$ cat src/sv/kdlp_pkg.sv
// ----------------------------------------------------------------------------
// kdlp_pkg
// Shared types, constants and helper functions of the keypad debouncer.
// ----------------------------------------------------------------------------
`default_nettype none

package kdlp_pkg;

  localparam int KEY_COUNT = 9;     // keys looked at, 1..9
  localparam int LINES_W   = 9;     // width of the key line sample
  localparam int KEY_W     = 4;     // key number 0..9
  localparam int CODE_W    = 6;     // key code 1..54
  localparam int LIMIT_W   = 8;     // limit registers
  localparam int CNT_W     = 9;     // held sample counter
  localparam int CFG_IDX_W = 2;
  localparam int CFG_DAT_W = 8;

  localparam logic [LIMIT_W-1:0] FIRST_HOLD_RST = 8'd66;
  localparam logic [LIMIT_W-1:0] REPEAT_RST     = 8'd20;

  localparam logic [CODE_W-1:0] OFS_HOLD1   = 6'd9;
  localparam logic [CODE_W-1:0] OFS_HOLD2   = 6'd18;
  localparam logic [CODE_W-1:0] OFS_HOLD3   = 6'd27;
  localparam logic [CODE_W-1:0] OFS_REPEAT  = 6'd36;
  localparam logic [CODE_W-1:0] OFS_RELEASE = 6'd45;

  typedef logic [LINES_W-1:0] lines_t;
  typedef logic [KEY_W-1:0]   key_t;
  typedef logic [CODE_W-1:0]  code_t;
  typedef logic [LIMIT_W-1:0] limit_t;
  typedef logic [CNT_W-1:0]   cnt_t;

  typedef enum logic [CFG_IDX_W-1:0] {
    CFG_FIRST_HOLD = 2'd0,
    CFG_REPEAT     = 2'd1
  } cfg_idx_t;

  typedef enum logic [2:0] {
    PH_IDLE    = 3'd0,
    PH_CONFIRM = 3'd1,
    PH_HOLD1   = 3'd2,
    PH_HOLD2   = 3'd3,
    PH_HOLD3   = 3'd4,
    PH_REPEAT  = 3'd5
  } phase_t;

  typedef struct packed {
    limit_t first_hold_limit;
    limit_t repeat_limit;
  } cfg_t;

  // Active-low lines; keys outside 1..KEY_COUNT never count as pressed.
  function automatic logic key_pressed(input lines_t lines, input key_t k);
    if (k == '0 || k > KEY_W'(KEY_COUNT)) begin
      return 1'b0;
    end
    return !lines[k - key_t'(1)];
  endfunction

  // Highest-numbered pressed key, zero when none.
  function automatic key_t top_key(input lines_t lines);
    key_t sel;
    sel = '0;
    for (int i = 1; i <= KEY_COUNT; i++) begin
      if (key_pressed(lines, KEY_W'(i))) begin
        sel = KEY_W'(i);
      end
    end
    return sel;
  endfunction

  function automatic code_t stage_offset(input phase_t ph);
    code_t ofs;
    unique case (ph)
      PH_HOLD1:  ofs = OFS_HOLD1;
      PH_HOLD2:  ofs = OFS_HOLD2;
      PH_HOLD3:  ofs = OFS_HOLD3;
      default:   ofs = OFS_REPEAT;
    endcase
    return ofs;
  endfunction

endpackage

`default_nettype wire

$ cat src/sv/kdlp_ifs.sv
// ----------------------------------------------------------------------------
// kdlp channel interfaces
// Sample, key code and register write channels with valid/ready handshake.
// ----------------------------------------------------------------------------
`default_nettype none

interface kdlp_in_if;
  import kdlp_pkg::*;
  logic   valid;
  logic   ready;
  lines_t key_lines;
  modport source (output valid, output key_lines, input ready);
  modport sink   (input valid, input key_lines, output ready);
endinterface

interface kdlp_out_if;
  import kdlp_pkg::*;
  logic  valid;
  logic  ready;
  code_t key_code;
  modport source (output valid, output key_code, input ready);
  modport sink   (input valid, input key_code, output ready);
endinterface

interface kdlp_cfg_if;
  import kdlp_pkg::*;
  logic                 valid;
  logic                 ready;
  logic [CFG_IDX_W-1:0] idx;
  logic [CFG_DAT_W-1:0] wdata;
  modport source (output valid, output idx, output wdata, input ready);
  modport sink   (input valid, input idx, input wdata, output ready);
endinterface

`default_nettype wire

$ cat src/sv/kdlp_cfg_regs.sv
// ----------------------------------------------------------------------------
// kdlp_cfg_regs
// Hold-limit register file; writes always accepted, unknown indexes dropped.
// ----------------------------------------------------------------------------
`default_nettype none

module kdlp_cfg_regs (
  input  wire logic      clk,
  input  wire logic      rst_n,
  kdlp_cfg_if.sink       cfg_ch,
  output kdlp_pkg::cfg_t cfg
);
  import kdlp_pkg::*;

  limit_t first_hold_r, first_hold_nxt;
  limit_t repeat_r, repeat_nxt;

  assign cfg_ch.ready = 1'b1;

  always_comb begin
    first_hold_nxt = first_hold_r;
    repeat_nxt     = repeat_r;
    if (cfg_ch.valid) begin
      unique case (cfg_idx_t'(cfg_ch.idx))
        CFG_FIRST_HOLD: first_hold_nxt = cfg_ch.wdata;
        CFG_REPEAT:     repeat_nxt     = cfg_ch.wdata;
        default: ;
      endcase
    end
  end

  always_ff @(posedge clk) begin
    if (!rst_n) begin
      first_hold_r <= FIRST_HOLD_RST;
      repeat_r     <= REPEAT_RST;
    end else begin
      first_hold_r <= first_hold_nxt;
      repeat_r     <= repeat_nxt;
    end
  end

  assign cfg.first_hold_limit = first_hold_r;
  assign cfg.repeat_limit     = repeat_r;

endmodule

`default_nettype wire

$ cat src/sv/kdlp_core.sv
// ----------------------------------------------------------------------------
// kdlp_core
// Debounce / long-press state machine with a registered key code output.
// ----------------------------------------------------------------------------
`default_nettype none

module kdlp_core (
  input  wire logic      clk,
  input  wire logic      rst_n,
  input  kdlp_pkg::cfg_t cfg,
  kdlp_in_if.sink        in_ch,
  kdlp_out_if.source     out_ch
);
  import kdlp_pkg::*;

  phase_t phase_r, phase_nxt;
  key_t   key_r, key_nxt;
  cnt_t   cnt_r, cnt_nxt;
  logic   rel_r, rel_nxt;
  logic   ovld_r, ovld_nxt;
  code_t  code_r, code_nxt;

  logic   take;
  logic   emit;
  code_t  code;
  logic   down;
  limit_t limit;
  key_t   sel;

  // output register frees up when empty or drained this cycle
  assign in_ch.ready = !ovld_r || out_ch.ready;
  assign take        = in_ch.valid && in_ch.ready;

  assign down  = key_pressed(in_ch.key_lines, key_r);
  assign sel   = top_key(in_ch.key_lines);
  assign limit = (phase_r == PH_HOLD1) ? cfg.first_hold_limit : cfg.repeat_limit;

  always_comb begin
    phase_nxt = phase_r;
    key_nxt   = key_r;
    cnt_nxt   = cnt_r;
    rel_nxt   = rel_r;
    emit      = 1'b0;
    code      = '0;
    unique case (phase_r)
      PH_IDLE: begin
        if (sel != '0) begin
          key_nxt   = sel;
          phase_nxt = PH_CONFIRM;
        end
      end
      PH_CONFIRM: begin
        if (down) begin
          emit      = 1'b1;
          code      = CODE_W'(key_r);
          phase_nxt = PH_HOLD1;
          cnt_nxt   = '0;
          rel_nxt   = 1'b0;
        end else begin
          phase_nxt = PH_IDLE;
        end
      end
      PH_HOLD1, PH_HOLD2, PH_HOLD3, PH_REPEAT: begin
        if (!rel_r && cnt_r > {1'b0, limit}) begin
          // limit passed: stage code, sample itself ignored
          emit    = 1'b1;
          code    = CODE_W'(key_r) + stage_offset(phase_r);
          cnt_nxt = '0;
          unique case (phase_r)
            PH_HOLD1: phase_nxt = PH_HOLD2;
            PH_HOLD2: phase_nxt = PH_HOLD3;
            PH_HOLD3: phase_nxt = PH_REPEAT;
            default:  phase_nxt = PH_REPEAT;
          endcase
        end else if (down) begin
          rel_nxt = 1'b0;
          if (cnt_r != '1) begin
            cnt_nxt = cnt_r + cnt_t'(1);
          end
        end else if (!rel_r) begin
          rel_nxt = 1'b1;
        end else begin
          // second released sample in a row
          rel_nxt   = 1'b0;
          phase_nxt = PH_IDLE;
          emit      = 1'b1;
          code      = CODE_W'(key_r) + OFS_RELEASE;
        end
      end
      default: phase_nxt = PH_IDLE;
    endcase
  end

  always_comb begin
    ovld_nxt = ovld_r && !out_ch.ready;
    code_nxt = code_r;
    if (take && emit) begin
      ovld_nxt = 1'b1;
      code_nxt = code;
    end
  end

  always_ff @(posedge clk) begin
    if (!rst_n) begin
      phase_r <= PH_IDLE;
      key_r   <= '0;
      cnt_r   <= '0;
      rel_r   <= 1'b0;
      ovld_r  <= 1'b0;
    end else begin
      ovld_r <= ovld_nxt;
      if (take) begin
        phase_r <= phase_nxt;
        key_r   <= key_nxt;
        cnt_r   <= cnt_nxt;
        rel_r   <= rel_nxt;
      end
    end
  end

  always_ff @(posedge clk) begin
    code_r <= code_nxt;
  end

  assign out_ch.valid    = ovld_r;
  assign out_ch.key_code = code_r;

endmodule

`default_nettype wire

$ cat src/sv/keypad_debounce_long_press.sv
// ----------------------------------------------------------------------------
// keypad_debounce_long_press
// Nine-key debouncer with press, long-press repeat and release codes.
// ----------------------------------------------------------------------------
// Takes one sample of nine active-low key lines per beat, one beat per clock
// when the code output is being taken. From idle the highest pressed key is
// picked, confirmed on the next sample and reported as code k (1..9). While
// held, samples are counted: past first_hold_limit the code k+9 is sent,
// then k+18 and k+27 past repeat_limit each, then k+36 every repeat period.
// The beat that carries a stage code is otherwise ignored. Two released
// samples in a row send k+45 and return to idle. Each sample goes through
// a single state update straight into the code output register; the input
// stalls only while a code sits unread in that register. At most one code
// per sample. Register writes (index 0 first_hold_limit, index 1
// repeat_limit) are always accepted; other indexes are dropped. Reset
// values are 66 and 20.
// ----------------------------------------------------------------------------
`default_nettype none

module keypad_debounce_long_press (
  input wire logic   clk,
  input wire logic   rst_n,
  kdlp_in_if.sink    in_ch,
  kdlp_out_if.source out_ch,
  kdlp_cfg_if.sink   cfg_ch
);
  import kdlp_pkg::*;

  cfg_t cfg;

  // limit registers
  kdlp_cfg_regs u_cfg (
    .clk    (clk),
    .rst_n  (rst_n),
    .cfg_ch (cfg_ch),
    .cfg    (cfg)
  );

  // state machine and code register
  kdlp_core u_core (
    .clk    (clk),
    .rst_n  (rst_n),
    .cfg    (cfg),
    .in_ch  (in_ch),
    .out_ch (out_ch)
  );

`ifndef SYNTHESIS
  // sample side only stalls behind an unread code
  a_stall_cause: assert property (@(posedge clk) disable iff (!rst_n)
    !in_ch.ready |-> (out_ch.valid && !out_ch.ready))
    else $error("input stalled without pending code");

  // a new code only follows an accepted sample beat
  a_code_source: assert property (@(posedge clk) disable iff (!rst_n)
    $rose(out_ch.valid) |-> $past(in_ch.valid && in_ch.ready))
    else $error("code appeared without a sample beat");

  // every code lies in 1..54
  a_code_range: assert property (@(posedge clk) disable iff (!rst_n)
    out_ch.valid |-> (out_ch.key_code >= 6'd1 && out_ch.key_code <= 6'd54))
    else $error("key code out of range");
`endif

endmodule

`default_nettype wire
$ cat src/flat_wrapper.sv
// flat-port wrapper written by rule: the top's interface ports become plain ports
module keypad_debounce_long_press_flat import kdlp_pkg::*;
  (clk, rst_n, in_ch_valid, in_ch_key_lines, in_ch_ready, out_ch_valid, out_ch_key_code, out_ch_ready, cfg_ch_valid, cfg_ch_idx, cfg_ch_wdata, cfg_ch_ready);
  kdlp_in_if in_ch_i ();
  kdlp_out_if out_ch_i ();
  kdlp_cfg_if cfg_ch_i ();
  input wire logic clk;
  input wire logic rst_n;
  input wire logic [$bits(in_ch_i.valid)-1:0] in_ch_valid;
  input wire logic [$bits(in_ch_i.key_lines)-1:0] in_ch_key_lines;
  output wire logic [$bits(in_ch_i.ready)-1:0] in_ch_ready;
  output wire logic [$bits(out_ch_i.valid)-1:0] out_ch_valid;
  output wire logic [$bits(out_ch_i.key_code)-1:0] out_ch_key_code;
  input wire logic [$bits(out_ch_i.ready)-1:0] out_ch_ready;
  input wire logic [$bits(cfg_ch_i.valid)-1:0] cfg_ch_valid;
  input wire logic [$bits(cfg_ch_i.idx)-1:0] cfg_ch_idx;
  input wire logic [$bits(cfg_ch_i.wdata)-1:0] cfg_ch_wdata;
  output wire logic [$bits(cfg_ch_i.ready)-1:0] cfg_ch_ready;
  assign in_ch_i.valid = in_ch_valid;
  assign in_ch_i.key_lines = in_ch_key_lines;
  assign in_ch_ready = in_ch_i.ready;
  assign out_ch_valid = out_ch_i.valid;
  assign out_ch_key_code = out_ch_i.key_code;
  assign out_ch_i.ready = out_ch_ready;
  assign cfg_ch_i.valid = cfg_ch_valid;
  assign cfg_ch_i.idx = cfg_ch_idx;
  assign cfg_ch_i.wdata = cfg_ch_wdata;
  assign cfg_ch_ready = cfg_ch_i.ready;
  keypad_debounce_long_press u_core (.clk(clk), .rst_n(rst_n), .in_ch(in_ch_i), .out_ch(out_ch_i), .cfg_ch(cfg_ch_i));
endmodule
$ cat config.mk
export PLATFORM = sky130hd
export DESIGN_NAME = keypad_debounce_long_press_flat
export DESIGN_NICKNAME = d
export VERILOG_FILES = /design/src/sv/kdlp_pkg.sv /design/src/sv/kdlp_ifs.sv /design/src/sv/kdlp_cfg_regs.sv /design/src/sv/kdlp_core.sv /design/src/sv/keypad_debounce_long_press.sv /design/src/flat_wrapper.sv
export SDC_FILE = /design/constraint.sdc
export NUM_CORES = 1
export LEC_CHECK = 0
export ABC_CLOCK_PERIOD_IN_PS = 3100
export BUFFER_PORTS_ARGS = -buffer_cell sky130_fd_sc_hd__buf_4
export CAP_MARGIN = 20
export CORE_MARGIN = 3
export CORE_UTILIZATION = 35
export CTS_CLUSTER_DIAMETER = 80
export DETAILED_ROUTE_END_ITERATION = 8
export GPL_TIMING_DRIVEN = 0
export PLACE_DENSITY_LB_ADDON = 0.15
export SLEW_MARGIN = 40
export SYNTH_ARGS = -nofsm -noshare
export SYNTH_HDL_FRONTEND = slang
export SYNTH_SLANG_ARGS = --single-unit
$ cat constraint.sdc
create_clock -name clk -period 3.1 [get_ports clk]
set_input_delay 0.31 -clock clk [delete_from_list [all_inputs] [get_ports clk]]
set_output_delay 0.31 -clock clk [all_outputs]
set_load 0.005 [all_outputs]
After elaboration in Yosys (flattened, before gate mapping)
Index checks and enable logic that the tools add are counted.
- $add $sub $neg: 4
- magnitude comparators: 3
- equality and inequality tests: 14
- multiplexer cells: 46
- reduce and logical (&&, ||, !) cells: 22
- operators by type and width (kind ; count):
    2-to-1 mux 4 bit ; 9
    2-to-1 mux 9 bit ; 4
    2-to-1 mux 6 bit ; 5
    case mux 6 bit (3 select lines) ; 1
    case mux 9 bit (2 select lines) ; 1
    2-to-1 mux 1 bit ; 14
    2-to-1 mux 3 bit ; 4
    inequality test 3 bit (second input constant) ; 4
    case mux 6 bit (2 select lines) ; 1
    adder 9 x 1 -> 9 bit (second input constant) ; 1
    > comparator 9 x 8 -> 1 bit ; 1
    inequality test 9 bit (second input constant) ; 1
    case mux 3 bit (3 select lines) ; 1
    2-to-1 mux 8 bit ; 1
    AND reduction 4 bit ; 2
    adder 4 x 6 -> 6 bit ; 1
    adder 4 x 6 -> 6 bit (second input constant) ; 1
    == test 3 x 2 -> 1 bit (second input constant) ; 2
    == test 3 bit (second input constant) ; 2
    inequality test 2 bit (second input constant) ; 3
    case mux 3 bit (2 select lines) ; 1
    less-than comparator 4 x 5 -> 1 bit (second input constant) ; 1
    AND reduction 5 bit ; 1
    binary-select mux 1 bit (select 4 bit) ; 1
    other kinds (17) ; 26
- register bits: 40
- input bits: 24
- logic and storage cells: 97

Logic depth before layout (Yosys ltp)
Gate-level depths: netlist of the first run.
- word-level depth: 12
- mapped depth: 13
- depth with buffers taken out: 12

Cells and area by module
Synthesis of the first run repeated with hierarchy kept, for this count alone.
- cells, all modules: 318
- area, all modules: 2793.9 µm²
- by module, submodules not included (module ; instances ; cells an instance ; area each (µm²)):
    kdlp_core ; 1 ; 250 ; 2132.0
    kdlp_cfg_regs ; 1 ; 68 ; 661.9

Least setup slack after synthesis of the first run
No wires, ideal clock.
- path kind: register to register
- from: reg u_core.u_core.phase_r[1]
- to: reg u_core.u_core.code_r[0] (netlist: u_core.u_core.out_ch.key_code[0]) (enable)
- library setup time: 363 ps
- arrival: 3044 ps
- required time: 2737 ps
- setup slack: -308 ps
- cell stages (with the launch flop): 12
- path buffers: 2
- period minus slack after synthesis: 3408 ps
- cell sequence: dfxtp_1 > buf_2 > nor3b_1 > clkbuf_1 > mux2_2 > ha_1 > nand2_1 > nor3_1 > a311oi_2 > nand2_2 > a21o_1 > a21oi_1
- longest elaborated chain between the ends: 7
- ends and longest elaborated chain (what ; RTL line ; source):
    from (decl) ; kdlp_core.sv:16 ; phase_t phase_r, phase_nxt;
    from (signal assigned) ; kdlp_core.sv:113 ; phase_r <= phase_nxt;
    == test 3 x 2 -> 1 bit ; kdlp_core.sv:36, kdlp_core.sv:45 ;
    2-to-1 mux 8 bit ; kdlp_core.sv:36 ; assign limit = (phase_r == PH_HOLD1) ? cfg.first_hold_limit : cfg.repeat_limit;
    > comparator 9 x 8 -> 1 bit ; kdlp_core.sv:64 ; if (!rel_r && cnt_r > {1'b0, limit}) begin
    logical AND 1 bit ; kdlp_core.sv:64 ;
    2-to-1 mux 1 bit ; kdlp_core.sv:64 ;
    case mux 1 bit (2 select lines) * ; kdlp_core.sv:45 ; unique case (phase_r)
    logical AND 1 bit * ; kdlp_core.sv:97 ; if (take && emit) begin
    to (signal assigned) ; kdlp_core.sv:122 ; code_r <= code_nxt;
    to (decl) ; kdlp_core.sv:21 ; code_t code_r, code_nxt;
Every way passes the cells marked *; elsewhere a longest branch is shown, timed or not.
A chain may end at the register's enable or synchronous reset.

Final worst setup path of the first run
- from: reg u_core.u_core.phase_r[2]
- to: reg u_core.u_core.code_r[2] (netlist: u_core.u_core.out_ch.key_code[2]) (enable)
Same word-level chain as after synthesis.

==> results of run 1 <==
-- kinds of logic (layout without fill, tap and decap cells) --
kind of cell,Yosys count,in the layout,synth area share (%)
buf+inv,33,90,5.932
compound gates,67,67,17.80
other cells,1,1,0.1400
xor+xnor,7,7,2.289
simple gates,109,109,20.69
fa+ha+maj,18,18,8.687
mux,31,31,12.33
flops,40,40,32.13
-- metal layers --
layer	vias up	global-route usage (%)	wire [um]
li1	1207	-	-
met1	1070	22.89	3371
met2	67	22.22	2788
met3	4	2.494	381
met4	0	3.663	59
met5	-	0	0
-- cells in the final DEF, fill, tap and decap left out, types with 7 or more instances in the layout --
master   synthesis  final
buf_6            3      9
nor2b_1          7      7
buf_4            2     48
ha_1            17     16
o21ai_1          5      7
o21ai_0          9      7
dfxtp_1         34     31
a31oi_1          7      7
nand3_1         14     12
and3_1           7      7
a21oi_1         13     12
mux2i_1         27     25
nor2_1          31     31
inv_1           16     16
nand2_1         24     24
-- worst max-delay path, stage by stage, from the launching register on --
cell and delay, ps:
dfxtp_2 320, buf_6 120, nor3b_4 260, buf_6 150, clkbuf_16 130, buf_6 90, mux2i_1 200, ha_1 270
nand2_1 90, nor3_2 40, a311oi_2 300, nand2_2 200, a21o_4 290, a21oi_4 240
-- power by group through the flow --
stage	clock network [mW]	registers, mW	logic (mW)
after global placement	0	0.567	0.248
final	0.360	0.561	0.275
after global routing	0.393	0.563	0.303
after floorplan	0	0.564	0.179
after detailed placement	0	0.568	0.250
after CTS	0.374	0.555	0.260
-- registers in the layout (all words and copies together) (netlist names) --
| signal | cells |
|---|---|
| u_core.u_cfg.first_hold_r | 8 |
| u_core.u_cfg.repeat_r | 8 |
| u_core.u_core.cnt_r | 9 |
| u_core.u_core.key_r | 4 |
| u_core.u_core.out_ch.key_code | 6 |
| u_core.u_core.out_ch.valid | 1 |
| u_core.u_core.phase_r | 3 |
| u_core.u_core.rel_r | 1 |
-- cell type report --
cell class / instances / share of cell area (%)
Inverter: 16 / 1.751
Clock inverter: 2 / 0.2918
Sequential cell: 40 / 25.20
Tap cell: 99 / 3.611
Multi-Input combinational cell: 233 / 51.35
Timing Repair Buffer: 50 / 11.89
Clock buffer: 6 / 2.407
Buffer: 16 / 3.501
-- worst min-delay path by stage --
stage / from / end
finish: in_ch_key_lines[7] / u_core.u_core.key_r[3]
global route: cfg_ch_wdata[6] / u_core.u_cfg.first_hold_r[6]
CTS: in_ch_key_lines[7] / u_core.u_core.key_r[3]
detailed placement: u_core.u_cfg.first_hold_r[6] / u_core.u_cfg.first_hold_r[6]
global placement: u_core.u_cfg.first_hold_r[6] / u_core.u_cfg.first_hold_r[6]
floorplan: in_ch_key_lines[8] / u_core.u_core.key_r[0]
-- per-stage QoR --
stage          instances  TNS (ps)
2_1_floorplan        306         0
3_3_place_gp         435     -4124
3_5_place_dp         435     -4145
4_1_cts              446         0
5_1_grt              462    -544.6
6_report             462         0
-- what timing repair did --
action	CTS	global route
hold buffers	0	0
gates resized for setup	6	27
gates cloned	0	1
setup buffers	3	16
endpoints found under the setup margin	24	25
endpoints found under the hold margin	0	0
pin swaps	1	16
==> results.yml, run 1 <==
final_layout:
  multi_input_comb_area_um2: 1762
  final_nets: 404
  final-seq-area_um2: 864.6
  filler_cell_count: 691
  layout-drive-gt1-share_pct: 27.00
  fin_area_um2: 3431
  fin_util_pct: 46.80
  num_antenna_cells: 0
  area_growth_pct: 28.07
synth:
  synth_cell_types: 62
  synth_top_cells_by_area: "dfxtp_1, mux2i_1, ha_1"
  ys_ff_latch: 40
  synth_cells: 306
  synth_top_area_share_pct: 25.41
  synth_common_cells: "dfxtp_1, nor2_1, mux2i_1"
  synth_flop_cell: "dfxtp_1"
  synth_most_common_cell: "dfxtp_1"
  synth_edf_count: 6
  async_flop_share_pct: 0
  avgSynthCellArea_um2: 8.754
  yosysTopAreaCell: "dfxtp_1"
  yosys_warnings: 0
  synthesis.area_um2: 2679
  syn-num-nets: 348
  ys_seq_area_share_pct: 32.13
critical_path:
  critPathCaptureType: "register"
  r2r-start: "u_core.u_core.phase_r[2]"
  cp-endpoint: "u_core.u_core.out_ch.key_code[2]"
  regToRegSetupSlack_ps: 100
  path_max_fanout: 6
  setup.worst_path.start: "u_core.u_core.phase_r[2]"
  reg2reg_depth: 13
  reg2reg_to: "u_core.u_core.out_ch.key_code[2]"
  worst-setup-path-type: "reg -> reg"
  cp.arrival_ps: 2980
  required_ps: 3080
  start_kind: "register"
die:
  start_util_pct: 36.54
  die_x_um: 93.49
  die_area_um2: 8739
  coreArea_um2: 7331
  pin_count: 33
  fp.dieH_um: 93.49
  rows: 31
global_route:
  grt.total_usage_pct: 15.14
  grt_max_degree: 13
  grt_pass1_wl_mm: 10.58
  grt_remaining_overflow: 0
  antenna_found_initial: 0
  grt_pass1_vias: 2112
power_and_ir_drop:
  p_int_uw: 851.4
  combPwrFrac_pct: 23.0
  sw_frac_of_total_pct: 28.81
  p_leak_nw: 1.470
  cellPowerDensity_nw_per_um2: 348.6
  p_total_mw: 1.196
  power_frac_seq_pct: 46.9
  clock_power_share_pct: 30.1
  p_switching_uw: 344.5
  ir_drop_uv: 178.2
routing:
  drt_drc_violations_left: 0
  num_vias: 2348
  via_per_inst: 5.082
  route.detailed.wl_per_inst_um: 14.29
  antenna_left: 0
  wirelength_mm: 6.601
  drt_iter0_drc: 136
  drt-pass1-iter-count: 4
sta:
  max_freq_mhz: 333.4
  fin_worst_hold_slack_ps: 231.4
  layout_setup_ws_ps: 100.8
  hold_violations: 0
  period_minus_slack_ps: 2999
  worst_pin_slew_ps: 627.8
  final_max_slew_viol_count: 0
  setup_viol: 0
  slew_headroom_pct: 58.15
  finalCritPeriodShare_pct: 96.75
  skew_ps: 7.677
cts:
  cts_tree: "done"
  clk_latency_ps: 290
  cts_buffers: 5
  path_clk_slew_ps: 80
  h-tree-depth: 2
  clockBufferDepth: 2
  clkSinkCount: 40
  clockRootBuffer: "clkbuf_8"
min_path:
  hold_class: "in -> reg"
  worst_hold_path.num_cells: 2
placed_design:
  routabilityCongestion: 0.8358
  pre_cts_ws_ps: -404.9
  numPortBuffers: 30
  dpl_cell_area_um2: 3035
  dpl.hpwl_mm: 4.676
job:
  cap_violations: 0
status:
  status: "completed"
Note: power is estimated with default switching activity, not from simulation.
==> run 2: changes to the inputs <==
--- a/config.mk
+++ b/config.mk
@@ -6,12 +6,12 @@
 export NUM_CORES = 1
 export LEC_CHECK = 0
 export ABC_CLOCK_PERIOD_IN_PS = 3100
-export BUFFER_PORTS_ARGS = -buffer_cell sky130_fd_sc_hd__buf_4
 export CAP_MARGIN = 20
 export CORE_MARGIN = 3
 export CORE_UTILIZATION = 35
 export CTS_CLUSTER_DIAMETER = 80
 export DETAILED_ROUTE_END_ITERATION = 8
+export DONT_BUFFER_PORTS = 1
 export GPL_TIMING_DRIVEN = 0
 export PLACE_DENSITY_LB_ADDON = 0.15
 export SLEW_MARGIN = 40
==> run 2 against run 1 <==
Effect of this change:
- the flow now finishes with violations (negative setup slack)
- critical path depth grew 3
- register-to-register slack lost 110 ps
- design area shrank 5.1%
- sequential share of layout area grew 1.3 points
- count of clock-buffer cells in the layout is the same
- die area is the same
- total power shrank 0.67%
- core utilization shrank 2.4 points
- sequential power is essentially flat
- worst hold slack lost 130 ps
- first-iteration DRC count shrank 12%
==> results.yml, run 2 (same netlist as run 1, synthesis figures left out) <==
die:
  coreArea_um2: 7331
  fp.dieH_um: 93.49
  die_x_um: 93.49
  rows: 31
  start_util_pct: 36.54
  die_area_um2: 8739
  pin_count: 33
cts:
  clkSinkCount: 40
  clockRootBuffer: "clkbuf_8"
  path_clk_slew_ps: 80
  cts_tree: "done"
  h-tree-depth: 2
  clockBufferDepth: 2
  clk_latency_ps: 300
  cts_buffers: 5
routing:
  antenna_left: 0
  route.detailed.wl_per_inst_um: 15.54
  wirelength_mm: 6.730
  drt_iter0_drc: 120
  num_vias: 2246
  drt-pass1-iter-count: 4
  drt_drc_violations_left: 0
  via_per_inst: 5.187
sta:
  rsz0062_at_grt: "yes"
  max_freq_mhz: 321.8
  setup_viol: 1
  skew_ps: 7.944
  layout_setup_ws_ps: -7.841
  finalCritPeriodShare_pct: 100.3
  worst_pin_slew_ps: 670.7
  setup-tns-final_ps: -7.841
  period_minus_slack_ps: 3108
  hold_violations: 0
  slew_headroom_pct: 55.07
  fin_worst_hold_slack_ps: 103.9
  final_max_slew_viol_count: 0
final_layout:
  fin_util_pct: 44.39
  final_nets: 375
  layout_commonest_cell: "dfxtp_1"
  final-seq-area_um2: 863.3
  num_antenna_cells: 0
  mostFrequentLayoutCells: "dfxtp_1, nor2_1, mux2i_1"
  area_growth_pct: 21.49
  largest_reg_flops: 9
  filler_cell_count: 710
  regMostFlops: "u_core.u_core.cnt_r"
  layout-drive-gt1-share_pct: 21.86
  multi_input_comb_area_um2: 1809
  top_regs: "u_core.u_core.cnt_r x9, u_core.u_cfg.first_hold_r x8, u_core.u_cfg.repeat_r x8"
critical_path:
  worst-setup-path-type: "reg -> reg"
  max_stage_delay_ps: 390
  worstPathCellList: "buf_6, nor3b_4, buf_4, buf_8, buf_4, mux2i_1, ha_1, nand3_1, o221ai_1, a211o_1, buf_6, nand2_8, buf_12, nor3_1, a31oi_1, o2bb2ai_2"
  r2r-start: "u_core.u_core.phase_r[1]"
  critPathCaptureType: "register"
  setup.worst_path.start: "u_core.u_core.phase_r[1]"
  cp.arrival_ps: 3160
  required_ps: 3160
  path_max_fanout: 8
  cp_slowest_cell: "a211o_1"
  critPathBufInv: 6
  start_kind: "register"
  cp_top_family: "compound AO/OA/AOI/OAI gates"
power_and_ir_drop:
  ir_drop_uv: 213.3
  p_total_mw: 1.188
  p_leak_nw: 1.389
  cellPowerDensity_nw_per_um2: 365.0
global_route:
  grt_max_degree: 13
  grt_use_met3_pct: 3.298
  met1_usage_pct: 23.15
  gr-usage-met2_pct: 23.88
  grt_pass1_vias: 2184
  grt_pass1_wl_mm: 11.04
  grt_remaining_overflow: 0
  antenna_found_initial: 0
  grt.total_usage_pct: 16.03
  grt-busiest-layer: "met2"
status:
  violations: "negative setup slack"
  status: "finished with violations"
job:
  cap_violations: 0
min_path:
  min_from: "in_ch_key_lines[8]"
  hold_class: "in -> reg"
placed_design:
  routabilityCongestion: 0.7998
  numPortBuffers: 0
  dpl.hpwl_mm: 4.717
[run 2: changes by cell type in the layout (fill, tap and decap cells not counted), sizes merged]
cell    previous run  this run
buf               60        32
clkbuf            12        11
[run 2: repair_timing]
action,4_1_cts,5_1_grt
endpoints found under the setup margin,26,25
hold buffers,0,0
buffers inserted,7,14
cloned,1,0
gates resized for setup,10,29
pin swaps,7,19
[run 2: per-layer routing]
layer  vias to the layer above  wire, um
li1                       1149         -
met1                      1045      3471
met2                        47      2894
met3                         5       286
met4                         0        77
met5                         -         0
[run 2: worst paths after layout]
kind                                                          to  slack (ps)  cells after the start
worst max-delay path            u_core.u_core.out_ch.key_code[3]          -8                     16
worst min-delay path                      u_core.u_core.key_r[0]         100                      1
worst max register to register  u_core.u_core.out_ch.key_code[3]          -8                     16
worst min register to register          u_core.u_cfg.repeat_r[4]         480                      2
[run 2: worst reg2reg max path: cells and delay by family, from the launching register on]
family / cells / cell delay, ps
AO/OA/AOI/OAI: 4 / 820
multiplexers: 1 / 190
flip-flops: 1 / 330
buffers and inverters: 6 / 760
adder cells (fa/ha/maj): 1 / 270
AND/OR/NAND/NOR: 4 / 490
[run 2: through the flow]
stage / instance area [um^2] / worst slack [ps] / std cells
CTS: 3025 / 16.83 / 421
global placement: 2810 / -444.0 / 405
global route: 3254 / -127.9 / 433
finish: 3254 / -7.841 / 433
detailed placement: 2810 / -454.3 / 405
floorplan: 2686 / 34.45 / 306
[run 2: area by class of cell]
class / instances / area share, %
Multi-Input combinational cell: 233 / 55.59
Sequential cell: 40 / 26.53
Timing Repair Buffer: 21 / 5.459
Buffer: 16 / 3.922
Tap cell: 99 / 3.806
Clock buffer: 6 / 2.537
Inverter: 16 / 1.845
Clock inverter: 2 / 0.3076
[run 2: report_power, final]
group	internal, mW	leakage (nW)	switching [mW]
Combinational	0.117	1.01	0.138
Clock	0.178	0.0510	0.193
Sequential	0.543	0.333	0.0194
Total	0.837	1.39	0.350
==> run 3: changes to the inputs <==
--- a/config.mk
+++ b/config.mk
@@ -17,4 +17,5 @@
 export SLEW_MARGIN = 40
 export SYNTH_ARGS = -nofsm -noshare
 export SYNTH_HDL_FRONTEND = slang
+export SYNTH_HIERARCHICAL = 1
 export SYNTH_SLANG_ARGS = --single-unit
==> run 3 against run 2 <==
Effect of this change:
- the flow now finishes without violations
- total power increased by 79%
- die area increased by 4.0%
- first-iteration DRC count decreased by 23%
- routed wire length increased by 2.8%
- clock skew decreased by 5.7 ps
- area after synthesis increased by 4.3%
- via count increased by 7.1%
- sequential share of layout area decreased by 0.19 points
- largest cell class unchanged
- largest power group is now combinational cells
==> results.yml, run 3 <==
routing:
  route.detailed.wl_per_inst_um: 15.86
  drt-pass1-iter-count: 5
  wirelength_mm: 6.917
  via_per_inst: 5.516
  num_vias: 2405
  drt_drc_violations_left: 0
  drt_iter0_drc: 92
  antenna_left: 0
synth:
  synth_flop_cell: "dfxtp_1"
  synth_cells: 318
  synth_top_area_share_pct: 24.36
  ys_seq_area_share_pct: 30.81
  synth_edf_count: 6
  synth_cell_types: 65
  synth_top_cells_by_area: "dfxtp_1, mux2i_1, ha_1"
  ys_ff_latch: 40
  yosys_warnings: 6
  synth_most_common_cell: "nand2_1"
  yosysTopAreaCell: "dfxtp_1"
  synth_common_cells: "nand2_1, dfxtp_1, mux2i_1"
  synthesis.area_um2: 2794
  syn-num-nets: 360
  async_flop_share_pct: 0
  avgSynthCellArea_um2: 8.786
min_path:
  min_to: "u_core/u_core/key_r[0]"
  worst_hold_path.num_cells: 1
  hold_class: "in -> reg"
  min_from: "in_ch_key_lines[8]"
critical_path:
  r2r-start: "u_core/u_core/phase_r[0]"
  required_ps: 3110
  critPathCaptureType: "register"
  reg2reg_to: "u_core/u_core/out_ch.key_code[1]"
  path_max_fanout: 10
  regToRegSetupSlack_ps: 30
  start_kind: "register"
  reg2reg_depth: 13
  max_stage_delay_ps: 350
  worstPathCellList: "or2_4, nor2_4, buf_12, mux2i_2, ha_1, and4b_1, nor3b_1, o31a_1, buf_6, clkbuf_16, buf_8, a22oi_2, o22ai_2"
  worst-setup-path-type: "reg -> reg"
  cp_slowest_cell: "dfxtp_4"
  cp.arrival_ps: 3090
die:
  start_util_pct: 37.32
  coreArea_um2: 7486
  die_area_um2: 9091
  die_x_um: 95.35
  fp.dieH_um: 95.35
  pin_count: 33
  rows: 31
cts:
  path_clk_slew_ps: 80
  clockBufferDepth: 2
  clkSinkCount: 40
  cts_buffers: 5
  cts_tree: "done"
  h-tree-depth: 2
  clockRootBuffer: "clkbuf_8"
  hold_buffers: 0
  clk_latency_ps: 290
final_layout:
  fin_util_pct: 44.11
  area_growth_pct: 18.18
  mostFrequentLayoutCells: "nand2_1, dfxtp_1, mux2i_1"
  fin_area_um2: 3302
  num_antenna_cells: 0
  layout-drive-gt1-share_pct: 21.66
  finalNonFillerCells: 436
  filler_cell_count: 758
  final_nets: 378
  largest_reg_flops: 9
  regMostFlops: "u_core/u_core/cnt_r"
  top_regs: "u_core/u_core/cnt_r x9, u_core/u_cfg/first_hold_r x8, u_core/u_cfg/repeat_r x8"
  layout_commonest_cell: "nand2_1"
sta:
  final_max_slew_viol_count: 0
  worst_pin_slew_ps: 872.6
  rsz0062_at_grt: "yes"
  slew_headroom_pct: 41.63
  setup_viol: 0
  skew_ps: 2.245
  period_minus_slack_ps: 3075
  max_freq_mhz: 325.3
  finalCritPeriodShare_pct: 99.18
  hold_violations: 0
  fin_worst_hold_slack_ps: 99.82
  setup-tns-final_ps: 0
power_and_ir_drop:
  p_switching_uw: 893.3
  p_int_mw: 1.228
  ir_drop_uv: 253.1
  power_frac_seq_pct: 30.2
  sw_frac_of_total_pct: 42.12
  p_leak_nw: 1.248
  clock_power_share_pct: 16.6
  cellPowerDensity_nw_per_um2: 642.3
  combPwrFrac_pct: 53.2
global_route:
  grt_pass1_wl_mm: 11.44
  grt_remaining_overflow: 0
  antenna_found_initial: 0
  grt.total_usage_pct: 16.06
  grt_pass1_vias: 2251
  grt_max_degree: 14
placed_design:
  dpl.hpwl_mm: 5.097
  dp.cells: 417
  numPortBuffers: 0
  routabilityCongestion: 0.8117
  dpl_cell_area_um2: 2963
job:
  cap_violations: 0
status:
  status: "completed"
[run 3: layout make-up]
class	count	area, um^2	share of cell area, %
Multi-Input combinational cell	244	1908	57.79
Sequential cell	40	869.6	26.34
Buffer	15	151.4	4.585
Tap cell	99	123.9	3.751
Timing Repair Buffer	12	93.84	2.842
Clock buffer	5	68.82	2.084
Inverter	18	67.56	2.046
Clock inverter	3	18.77	0.5684
[run 3: power groups by stage]
stage / clock network, mW / logic, mW / registers (mW)
6_report: 0.351 / 1.13 / 0.641
3_3_place_gp: 0 / 0.944 / 0.646
2_1_floorplan: 0 / 0.764 / 0.628
3_5_place_dp: 0 / 0.951 / 0.646
4_1_cts: 0.363 / 1.08 / 0.644
5_1_grt: 0.382 / 1.24 / 0.650
[run 3: worst max-delay path: cells and delay by family (launching register included)]
kind                     cells  cell delay [ps]
flip-flops                   1              350
adder cells (fa/ha/maj)      1              280
multiplexers                 1              260
AO/OA/AOI/OAI                3              560
buffers and inverters        4              590
AND/OR/NAND/NOR              4              760
[run 3: worst max-delay path by stage]
stage | endpoint | slack, ps | depth (start not counted) | startpoint
after floorplan | u_core/u_core/out_ch.key_code[1] | 10 | 14 | u_core/u_core/phase_r[2]
after global placement | u_core/u_core/out_ch.key_code[3] | -420 | 13 | u_core/u_core/phase_r[2]
after detailed placement | u_core/u_core/out_ch.key_code[4] | -450 | 13 | u_core/u_core/phase_r[2]
after CTS | u_core/u_core/cnt_r[5] | -20 | 13 | u_core/u_core/phase_r[2]
after global routing | u_core/u_core/phase_r[1] | -60 | 12 | u_core/u_core/phase_r[0]
final | u_core/u_core/out_ch.key_code[1] | 30 | 13 | u_core/u_core/phase_r[0]
[run 3: repair_timing]
item                                    in CTS  in global routing
cloned                                       1                  0
resized for setup                           20                 20
buffers inserted                             9                  2
endpoints found under the setup margin      26                 24
pin swaps                                    8                 16
[run 3: per-stage QoR]
stage	worst slack [ps]	power [mW]
floorplan	11.44	1.392
global placement	-420.2	1.590
detailed placement	-452.2	1.598
CTS	-21.45	2.089
global route	-58.16	2.277
finish	25.50	2.121
[run 3: kinds of logic after synthesis]
group	synth area share, %
and+or+nand+nor	20.20
adders and majority gates	8.329
xor gates and xnor gates	2.150
buffers and inverters	5.821
muxes	8.643
DFF	30.81
other	0.1342
AOI/OAI and AO/OA	23.91
[run 3: layer usage]
| metal | track usage, % | wire length, um | up-vias |
|---|---|---|---|
| met5 | 0 | 0 | - |
| met4 | 4.688 | 93 | 0 |
| met3 | 2.920 | 193 | 8 |
| met2 | 25.13 | 3215 | 36 |
| met1 | 22.46 | 3413 | 1139 |
| li1 | - | - | 1222 |
